==> config.mk <==
export PLATFORM = sky130hd
export DESIGN_NAME = cascaded_pid_axis_controller_unit
export DESIGN_NICKNAME = d
export VERILOG_FILES = /design/src/sv/cpid_pkg.sv /design/src/sv/cascaded_pid_axis_controller_unit.sv /design/src/sv/cpid_mul_unit.sv /design/src/sv/cpid_div_unit.sv
export SDC_FILE = /design/constraint.sdc
export NUM_CORES = 2
export LEC_CHECK = 0
export ABC_AREA = 1
export BUFFER_PORTS_ARGS = -buffer_cell sky130_fd_sc_hd__clkbuf_2
export CORE_MARGIN = 4
export CORE_UTILIZATION = 55
export DETAILED_ROUTE_END_ITERATION = 16
export PLACE_DENSITY = 0.71
export SYNTH_ARGS = -nofsm -noshare
export SYNTH_HDL_FRONTEND = slang
export SYNTH_SLANG_ARGS = --single-unit
==> constraint.sdc <==
create_clock -name clk -period 16.5 [get_ports clk]
set_input_delay 3.3 -clock clk [delete_from_list [all_inputs] [get_ports clk]]
set_output_delay 3.3 -clock clk [all_outputs]
set_load 0.05 [all_outputs]
==> src/sv/cpid_pkg.sv <==
// shared types and constants of the cascaded pid axis controller
`default_nettype none
package cpid_pkg;

	localparam int GAIN_W  = 48;
	localparam int VALUE_W = 48;
	localparam int INTEG_W = 64;
	localparam int ACC_W   = 128;
	localparam int DT_W    = 16;
	localparam int QUO_W   = 49;

	localparam logic [GAIN_W-1:0] KP_RESET = 48'd56294995342131;
	localparam logic [GAIN_W-1:0] KI_RESET = 48'd703687;
	localparam logic [GAIN_W-1:0] KD_RESET = 48'd351844;

	typedef enum logic [1:0] {
		REG_KP   = 2'd0,
		REG_KI   = 2'd1,
		REG_KD   = 2'd2,
		REG_SIGN = 2'd3
	} reg_idx_t;

	typedef struct packed {
		logic                      start;
		logic                      clr;
		logic [GAIN_W-1:0]         gain;
		logic signed [INTEG_W-1:0] val;
	} mul_cmd_t;

	typedef struct packed {
		logic                    start;
		logic signed [QUO_W-1:0] dividend;
		logic [DT_W-1:0]         divisor;
	} div_cmd_t;

endpackage
`default_nettype wire

==> src/sv/cascaded_pid_axis_controller_unit.sv <==
// top level: two series pid stages on one shared multiplier and divider
//
// channel   direction  tdata fields (low bit up)
// s_axis    in         reference_position[7:0], measured_position[15:8],
//                      elapsed_ms[31:16]
// m_axis    out        move_steps[31:0]
// cfg       in         index 0 prop_gain, 1 integral_gain, 2 derivative_gain,
//                      3 error_sign
//
// no transaction is taken until the update of the last one is through; in each
// stage the serial divide for the derivative runs beside the dt product, the
// integral and the first two gain products, and the derivative product follows
// once it finishes
// reset clears the integrals, the previous errors and restores the gains
// the finished result waits in an output register; the next transaction is
// taken while it waits, and the final step only stalls while that register is full
`default_nettype none
module cascaded_pid_axis_controller_unit #(
	parameter int GAIN_FRACTION_BITS  = 46,
	parameter int VALUE_FRACTION_BITS = 16
) (
	input  wire         clk,
	input  wire         arst_n,
	input  wire         s_axis_tvalid,
	output logic        s_axis_tready,
	input  wire  [31:0] s_axis_tdata,  // reference_position, measured_position, elapsed_ms
	output logic        m_axis_tvalid,
	input  wire         m_axis_tready,
	output logic [31:0] m_axis_tdata,  // move_steps
	input  wire         cfg_we,
	input  wire  [1:0]  cfg_index,
	input  wire  [47:0] cfg_data
);
	import cpid_pkg::*;

	typedef enum logic [3:0] {
		ST_IDLE, ST_PROD, ST_MWAIT, ST_INTEG, ST_KP, ST_KI,
		ST_DWAIT, ST_KD, ST_SHIFT, ST_FINAL
	} state_t;

	// config registers
	logic [GAIN_W-1:0] kp_q, ki_q, kd_q;
	logic              sign_q;

	// sequencer
	state_t state_q, ret_q;
	logic   stage_q;

	// per-stage state
	logic signed [INTEG_W-1:0] integ_q [2];
	logic signed [VALUE_W-1:0] prev_q  [2];

	// working values
	logic signed [VALUE_W-1:0] e_q, o2_q;
	logic [DT_W-1:0]           dt_q;
	logic                      out_valid_q;
	logic [31:0]               out_data_q;

	mul_cmd_t                  mul_cmd;
	div_cmd_t                  div_cmd;
	logic                      mul_busy, mul_done, div_busy;
	logic [ACC_W-1:0]          acc;
	logic signed [QUO_W-1:0]   quo;

	logic                      accept;
	logic signed [8:0]         diff;
	logic signed [INTEG_W:0]   isum;
	logic signed [INTEG_W-1:0] integ_next;
	logic signed [ACC_W-1:0]   shifted;
	logic signed [VALUE_W-1:0] stage_out;
	logic signed [VALUE_W-1:0] mv_floor, mv_trunc;
	logic [31:0]               mv_sat;
	logic                      out_free;

	assign accept   = s_axis_tvalid && s_axis_tready;
	assign out_free = !out_valid_q || m_axis_tready;

	// error term from the input bytes
	assign diff = sign_q ? ({1'b0, s_axis_tdata[15:8]} - {1'b0, s_axis_tdata[7:0]})
	                     : ({1'b0, s_axis_tdata[7:0]} - {1'b0, s_axis_tdata[15:8]});

	// integral with clamp at the signed 64-bit limits
	assign isum = {integ_q[stage_q][INTEG_W-1], integ_q[stage_q]}
	            + {acc[INTEG_W-1], acc[INTEG_W-1:0]};
	assign integ_next = (isum[INTEG_W] != isum[INTEG_W-1])
	                  ? {isum[INTEG_W], {(INTEG_W-1){~isum[INTEG_W]}}}
	                  : isum[INTEG_W-1:0];

	// drop gain fraction (floor), clamp to 48 bits
	assign shifted = $signed(acc) >>> GAIN_FRACTION_BITS;
	assign stage_out = (shifted[ACC_W-1:VALUE_W-1] != {(ACC_W-VALUE_W+1){1'b0}} &&
	                    shifted[ACC_W-1:VALUE_W-1] != {(ACC_W-VALUE_W+1){1'b1}})
	                 ? {shifted[ACC_W-1], {(VALUE_W-1){~shifted[ACC_W-1]}}}
	                 : shifted[VALUE_W-1:0];

	// whole steps, truncated toward zero, clamped to 32 bits
	assign mv_floor = o2_q >>> VALUE_FRACTION_BITS;
	assign mv_trunc = (o2_q[VALUE_W-1] && (o2_q[VALUE_FRACTION_BITS-1:0] != '0))
	                ? mv_floor + 48'sd1 : mv_floor;
	assign mv_sat = (mv_trunc[VALUE_W-1:31] != {(VALUE_W-31){1'b0}} &&
	                 mv_trunc[VALUE_W-1:31] != {(VALUE_W-31){1'b1}})
	              ? {mv_trunc[VALUE_W-1], {31{~mv_trunc[VALUE_W-1]}}}
	              : mv_trunc[31:0];

	// commands to the shared units
	always_comb begin
		mul_cmd       = '0;
		div_cmd       = '0;
		div_cmd.dividend = {e_q[VALUE_W-1], e_q} - {prev_q[stage_q][VALUE_W-1], prev_q[stage_q]};
		div_cmd.divisor  = dt_q;
		unique case (state_q)
			ST_PROD: begin
				mul_cmd.start = 1'b1;
				mul_cmd.clr   = 1'b1;
				mul_cmd.gain  = {32'b0, dt_q};
				mul_cmd.val   = INTEG_W'(e_q);
				div_cmd.start = 1'b1;
			end
			ST_KP: begin
				mul_cmd.start = 1'b1;
				mul_cmd.clr   = 1'b1;
				mul_cmd.gain  = kp_q;
				mul_cmd.val   = INTEG_W'(e_q);
			end
			ST_KI: begin
				mul_cmd.start = 1'b1;
				mul_cmd.gain  = ki_q;
				mul_cmd.val   = integ_q[stage_q];
			end
			ST_KD: begin
				mul_cmd.start = 1'b1;
				mul_cmd.gain  = kd_q;
				mul_cmd.val   = INTEG_W'(quo);
			end
			default: begin
			end
		endcase
	end

	cpid_mul_unit u_mul (
		.clk    (clk),
		.arst_n (arst_n),
		.cmd    (mul_cmd),
		.busy   (mul_busy),
		.done   (mul_done),
		.acc    (acc)
	);

	cpid_div_unit u_div (
		.clk      (clk),
		.arst_n   (arst_n),
		.cmd      (div_cmd),
		.busy     (div_busy),
		.quotient (quo)
	);

	// config writes
	always_ff @(posedge clk or negedge arst_n) begin
		if (!arst_n) begin
			kp_q   <= KP_RESET;
			ki_q   <= KI_RESET;
			kd_q   <= KD_RESET;
			sign_q <= 1'b0;
		end else if (cfg_we) begin
			unique case (reg_idx_t'(cfg_index))
				REG_KP:   kp_q   <= cfg_data;
				REG_KI:   ki_q   <= cfg_data;
				REG_KD:   kd_q   <= cfg_data;
				REG_SIGN: sign_q <= cfg_data[0];
				default:  ;
			endcase
		end
	end

	// sequencer, controller state and output register
	always_ff @(posedge clk or negedge arst_n) begin
		if (!arst_n) begin
			state_q     <= ST_IDLE;
			ret_q       <= ST_IDLE;
			stage_q     <= 1'b0;
			integ_q[0]  <= '0;
			integ_q[1]  <= '0;
			prev_q[0]   <= '0;
			prev_q[1]   <= '0;
			out_valid_q <= 1'b0;
		end else begin
			// load a finished move, else drop the one just taken
			if (state_q == ST_FINAL && out_free) begin
				out_valid_q <= 1'b1;
			end else if (m_axis_tready) begin
				out_valid_q <= 1'b0;
			end
			unique case (state_q)
				ST_IDLE: begin
					if (accept) begin
						stage_q <= 1'b0;
						state_q <= ST_PROD;
					end
				end
				ST_PROD: begin
					ret_q   <= ST_INTEG;
					state_q <= ST_MWAIT;
				end
				ST_MWAIT: begin
					if (mul_done) begin
						state_q <= ret_q;
					end
				end
				ST_INTEG: begin
					integ_q[stage_q] <= integ_next;
					state_q          <= ST_KP;
				end
				ST_KP: begin
					ret_q   <= ST_KI;
					state_q <= ST_MWAIT;
				end
				ST_KI: begin
					ret_q   <= ST_DWAIT;
					state_q <= ST_MWAIT;
				end
				ST_DWAIT: begin
					if (!div_busy) begin
						state_q <= ST_KD;
					end
				end
				ST_KD: begin
					ret_q   <= ST_SHIFT;
					state_q <= ST_MWAIT;
				end
				ST_SHIFT: begin
					prev_q[stage_q] <= e_q;
					if (!stage_q) begin
						stage_q <= 1'b1;
						state_q <= ST_PROD;
					end else begin
						state_q <= ST_FINAL;
					end
				end
				ST_FINAL: begin
					if (out_free) begin
						state_q <= ST_IDLE;
					end
				end
				default: state_q <= ST_IDLE;
			endcase
		end
	end

	// datapath registers
	always_ff @(posedge clk) begin
		if (state_q == ST_IDLE && accept) begin
			e_q  <= VALUE_W'(diff) <<< VALUE_FRACTION_BITS;
			dt_q <= (s_axis_tdata[31:16] == '0) ? 16'd1 : s_axis_tdata[31:16];
		end
		if (state_q == ST_SHIFT) begin
			e_q  <= stage_out;
			o2_q <= stage_out;
		end
		if (state_q == ST_FINAL && out_free) begin
			out_data_q <= mv_sat;
		end
	end

	assign s_axis_tready = (state_q == ST_IDLE);
	assign m_axis_tvalid = out_valid_q;
	assign m_axis_tdata  = out_data_q;

`ifndef SYNTHESIS
	// no transaction is taken while a shared unit still works
	a_idle_units: assert property (@(posedge clk) disable iff (!arst_n)
		s_axis_tready |-> (!mul_busy && !div_busy))
		else $error("input ready while a shared unit is busy");

	// one transaction at a time
	a_one_item: assert property (@(posedge clk) disable iff (!arst_n)
		accept |=> !s_axis_tready)
		else $error("second transaction taken during an update");

	// multiplier never restarted mid-operation
	a_mul_start: assert property (@(posedge clk) disable iff (!arst_n)
		mul_cmd.start |-> !mul_busy)
		else $error("multiplier started while busy");

	// derivative product uses a finished quotient
	a_div_done: assert property (@(posedge clk) disable iff (!arst_n)
		(state_q == ST_KD) |-> !div_busy)
		else $error("derivative used before divide finished");
`endif

endmodule
`default_nettype wire

==> src/sv/cpid_mul_unit.sv <==
// shared multiply-accumulate unit, 16-bit digits of the value per cycle
`default_nettype none
module cpid_mul_unit (
	input  wire                       clk,
	input  wire                       arst_n,
	input  cpid_pkg::mul_cmd_t        cmd,
	output logic                      busy,
	output logic                      done,
	output logic [cpid_pkg::ACC_W-1:0] acc
);
	import cpid_pkg::*;

	logic                busy_q, done_q;
	logic [2:0]          cnt_q;
	logic [GAIN_W-1:0]   gain_q;
	logic [INTEG_W-1:0]  mag_q;
	logic                neg_q;
	logic [63:0]         pp_q;
	logic [ACC_W-1:0]    acc_q;
	logic [15:0]         digit;
	logic [63:0]         pp_c;
	logic [1:0]          idx;
	logic [ACC_W-1:0]    term;

	assign digit = mag_q[{cnt_q[1:0], 4'b0} +: 16];
	assign pp_c  = {16'b0, gain_q} * {48'b0, digit};
	assign idx   = cnt_q[1:0] - 2'd1;
	assign term  = {64'b0, pp_q} << {idx, 4'b0};

	always_ff @(posedge clk or negedge arst_n) begin
		if (!arst_n) begin
			busy_q <= 1'b0;
			done_q <= 1'b0;
			cnt_q  <= 3'd0;
		end else begin
			done_q <= 1'b0;
			if (cmd.start) begin
				busy_q <= 1'b1;
				cnt_q  <= 3'd0;
			end else if (busy_q) begin
				cnt_q <= cnt_q + 3'd1;
				if (cnt_q == 3'd4) begin
					busy_q <= 1'b0;
					done_q <= 1'b1;
				end
			end
		end
	end

	always_ff @(posedge clk) begin
		if (cmd.start) begin
			gain_q <= cmd.gain;
			neg_q  <= cmd.val[INTEG_W-1];
			mag_q  <= cmd.val[INTEG_W-1] ? (~cmd.val + 64'd1) : cmd.val;
			if (cmd.clr) begin
				acc_q <= '0;
			end
		end else if (busy_q) begin
			if (cnt_q != 3'd4) begin
				pp_q <= pp_c;
			end
			if (cnt_q != 3'd0) begin
				acc_q <= neg_q ? (acc_q - term) : (acc_q + term);
			end
		end
	end

	assign busy = busy_q;
	assign done = done_q;
	assign acc  = acc_q;

endmodule
`default_nettype wire

==> src/sv/cpid_div_unit.sv <==
// restoring serial divider, one quotient bit per cycle
`default_nettype none
module cpid_div_unit (
	input  wire                              clk,
	input  wire                              arst_n,
	input  cpid_pkg::div_cmd_t               cmd,
	output logic                             busy,
	output logic signed [cpid_pkg::QUO_W-1:0] quotient
);
	import cpid_pkg::*;

	logic             busy_q;
	logic [5:0]       cnt_q;
	logic             neg_q;
	logic [DT_W-1:0]  dvs_q;
	logic [DT_W-1:0]  rem_q;
	logic [QUO_W-1:0] quo_q;
	logic [DT_W:0]    trial;
	logic             fits;

	assign trial = {rem_q, quo_q[QUO_W-1]};
	assign fits  = trial >= {1'b0, dvs_q};

	always_ff @(posedge clk or negedge arst_n) begin
		if (!arst_n) begin
			busy_q <= 1'b0;
			cnt_q  <= 6'd0;
		end else if (cmd.start) begin
			busy_q <= 1'b1;
			cnt_q  <= 6'd0;
		end else if (busy_q) begin
			cnt_q <= cnt_q + 6'd1;
			if (cnt_q == 6'(QUO_W - 1)) begin
				busy_q <= 1'b0;
			end
		end
	end

	always_ff @(posedge clk) begin
		if (cmd.start) begin
			neg_q <= cmd.dividend[QUO_W-1];
			quo_q <= cmd.dividend[QUO_W-1] ? (~cmd.dividend + 49'd1) : cmd.dividend;
			dvs_q <= cmd.divisor;
			rem_q <= '0;
		end else if (busy_q) begin
			rem_q <= fits ? DT_W'(trial - {1'b0, dvs_q}) : trial[DT_W-1:0];
			quo_q <= {quo_q[QUO_W-2:0], fits};
		end
	end

	assign busy     = busy_q;
	assign quotient = neg_q ? (~quo_q + 49'd1) : quo_q;

endmodule
`default_nettype wire

==> flow_metrics.py <==
metrics = {
    "run_status": {
        "status": "complete, no violations",
    },
    "clocking": {
        "clock_latency_ps": 810,
        "clock_sinks": 922,
        "clk_path_buf_depth": 3,
        "cts_tree": "yes",
        "cts-resized-gates": 0,
        "cts_buffers": 107,
        "root_buffer": "clkbuf_16",
        "cts_hold_buffers": 0,
        "h-tree-depth": 3,
        "clkTransAtPathRegs_ps": 70,
        "postCtsSetupBuffers": 0,
    },
    "synth": {
        "synth_compound_area_frac": 0.115,
        "netlist_area_um2": 92100,
        "synth-async-reset-ratio": 0.424,
        "synth_edf_count": 515,
        "synth-seq-cells": 922,
        "synth_seq_area_share": 0.278,
        "synthMuxAreaShare": 0.0105,
        "synth_top_family_by_area": "simple AND/OR/NAND/NOR gates",
        "synth_fp_nets": 13856,
        "yosys.area.top_type_share": 0.168,
        "synth_cell_types": 77,
        "synth_area_leaders": "edfxtp_1 17%, nand2_1 15%, fa_1 14%, dfrtp_1 9.4%, inv_1 8.2%",
        "ys.flop_type": "edfxtp_1",
        "synthAdderAreaFrac": 0.197,
        "synth_xor_area_frac": 0.0329,
        "synthCells": 12705,
        "synth_top_cell_by_area": "edfxtp_1",
        "yosysWarnings": 0,
        "synthSimpleGateAreaFrac": 0.262,
        "syn_area_per_cell_um2": 7.25,
    },
    "placement": {
        "dp_hpwl_mm": 286,
        "numPortBuffers": 120,
        "pre_cts_slack_ps": 7560,
        "placed_cells": 14694,
        "place_congestion": 1.09,
    },
    "floorplanning": {
        "row_count": 149,
        "io_pins": 121,
        "die_x_um": 417,
        "die_area_um2": 174000,
        "die_height_um": 417,
        "initial_core_util": 0.556,
        "core-area_um2": 166000,
    },
    "global_route": {
        "grt-ovfl-total": 0,
        "grt.met1_usage": 0.520,
        "grt_use_total": 0.403,
        "grt.met3_usage": 0.102,
        "grt_pass1_wl_mm": 527,
        "grt_util_met2": 0.630,
        "grt_pass1_vias": 84607,
        "antenna_found_initial": 8,
        "busiest_layer": "met2",
        "grt_max_degree": 106,
    },
    "timing": {
        "slew_headroom": 0.163,
        "finalCriticalPeriod_ps": 9280,
        "period_share": 0.563,
        "fin_skew_ps": 90.5,
        "rsz0062_at_grt": "no",
        "tns_ps": 0,
        "maxSlewViolCount": 0,
        "worst_slack_ps": 7220,
        "setup_viol": 0,
        "tightest_slew_ps": 1250,
        "hold_violations": 0,
        "fmax_mhz": 108,
    },
    "setup_path": {
        "worstSetupPathType": "reg2reg",
        "r2r-end": "u_mul.pp_q[57]$_DFFE_PP_",
        "cp_max_fo": 24,
        "r2r_slack_ps": 7220,
        "worstRegToRegCells": 28,
        "reg2reg_from": "u_mul.cnt_q[1]$_DFFE_PN0P_",
        "endpoint_kind": "flip-flop",
        "arrival_ps": 9770,
        "timing.critical_path.mode_cell": "fa_1",
        "cp_data_required_time_ps": 16990,
        "cpPeakStageDelay_ps": 720,
        "cp-start-kind": "flip-flop",
        "crit_start": "u_mul.cnt_q[1]$_DFFE_PN0P_",
        "slowest_stage": "dfrtp_1",
    },
    "detailed_routing": {
        "route.detailed.drc": 0,
        "first_iter_violations": 10340,
        "wire_per_inst_um": 24.0,
        "vias": 87771,
        "via_per_inst": 5.89,
        "ant_nets": 0,
        "dr.pass1.iters": 9,
        "wl_mm": 358,
    },
    "final_layout": {
        "final_common_cell": "nand2_1",
        "instances_no_fill": 14901,
        "drive_gt1_frac": 0.0537,
        "layout_common_cells": "3,637 x nand2_1, 2,022 x inv_1, 1,307 x nor2_1",
        "syn_to_final_growth_pct": 6.52,
        "nNetsFinal": 13765,
    },
    "hold_path": {
        "min-delay-start": "dt_q[2]$_SDFFCE_PN0P_",
        "hold_path_class": "reg2reg",
        "holdPathEnd": "u_div.dvs_q[2]$_DFFE_PP_",
        "min_path_cells": 0,
    },
    "job": {
        "max_cap_viol_count": 0,
    },
}
[cells in the mapped netlist, drive strengths merged (45+ instances only)]
cell	count
inv	2064
mux2i	97
dfrtp	345
xor2	215
dfstp	46
a21oi	676
nand3	531
nor4	45
ha	416
nor3	92
clkbuf	254
buf	141
a31oi	64
nand4	111
edfxtp	515
nor2	1368
fa	648
o21bai	45
nand2	3677
o21ai	868
xnor2	131
o21a	63
[critical path, delay by kind of cell, from the launching register on]
kind	cells	cell delay (ps)
AND/OR/NAND/NOR	10	2390
adder cells (fa/ha/maj)	7	3480
buffers and inverters	8	1820
flip-flops	1	720
XOR/XNOR	1	150
AO/OA/AOI/OAI	2	340
[metal layers]
layer | vias up | share of wire | routed length [um]
met1 | 41943 | 0.38 | 136000
li1 | 39989 | - | -
met2 | 4884 | 0.44 | 159000
met3 | 951 | 0.11 | 40000
met5 | - | 0.000073 | 26
met4 | 4 | 0.063 | 22700
[how the worst max path moves through the flow]
| stage | to | slack (ps) | cells after the start |
|---|---|---|---|
| 6_report | u_mul.pp_q[57]$_DFFE_PP_ | 7220 | 28 |
| 5_1_grt | u_mul.pp_q[48]$_DFFE_PP_ | 6970 | 24 |
| 4_1_cts | u_mul.pp_q[48]$_DFFE_PP_ | 7410 | 26 |
| 3_5_place_dp | u_mul.pp_q[57]$_DFFE_PP_ | 7560 | 30 |
| 3_3_place_gp | u_mul.pp_q[57]$_DFFE_PP_ | 7730 | 30 |
| 2_1_floorplan | u_mul.acc[0]$_SDFFCE_PN0P_ | 4580 | 10 |
[cell families (layout without fill, tap and decap cells)]
family          count (synthesis)  after routing
flops                         922            922
simple gates                 5904           5904
compound gates               1896           1896
buf+inv                      2476           2478
mux                            97             97
fa+ha+maj                    1064           1064
other cells                     0              5
xor+xnor                      346            346
[cell type report]
type | count | area (um2)
fill | 15364 | 67600
clock buffer | 136 | 2880
tap | 2189 | 2740
multi-input combinational | 9307 | 57000
clock inverter | 66 | 861
antenna | 5 | 12.5
sequential | 922 | 25600
timing repair buffer | 195 | 1170
inverter | 2081 | 7820
[registers in the layout (all words and copies together) (netlist names), 6 cells and up]
register,flops
integ_q,128
u_mul.mag_q,64
m_axis_tdata,32
prev_q,96
dt_q,16
u_div.rem_q,16
u_div.dvs_q,16
u_mul.acc,128
kp_q,48
ki_q,48
u_mul.gain_q,48
o2_q,48
e_q,48
kd_q,48
u_mul.pp_q,64
u_div.quo_q,49
u_div.cnt_q,6
[through the flow]
stage	cell area (um2)	hold WS [ps]	util
floorplan	92100	427	-
global placement	94400	434	0.570
detailed placement	94400	435	0.570
CTS	98100	446	0.592
global route	98100	463	0.592
finish	98200	449	0.592
Power is not shown: default switching activity piles up to over one toggle a cycle in this logic, so the estimate is an artifact.
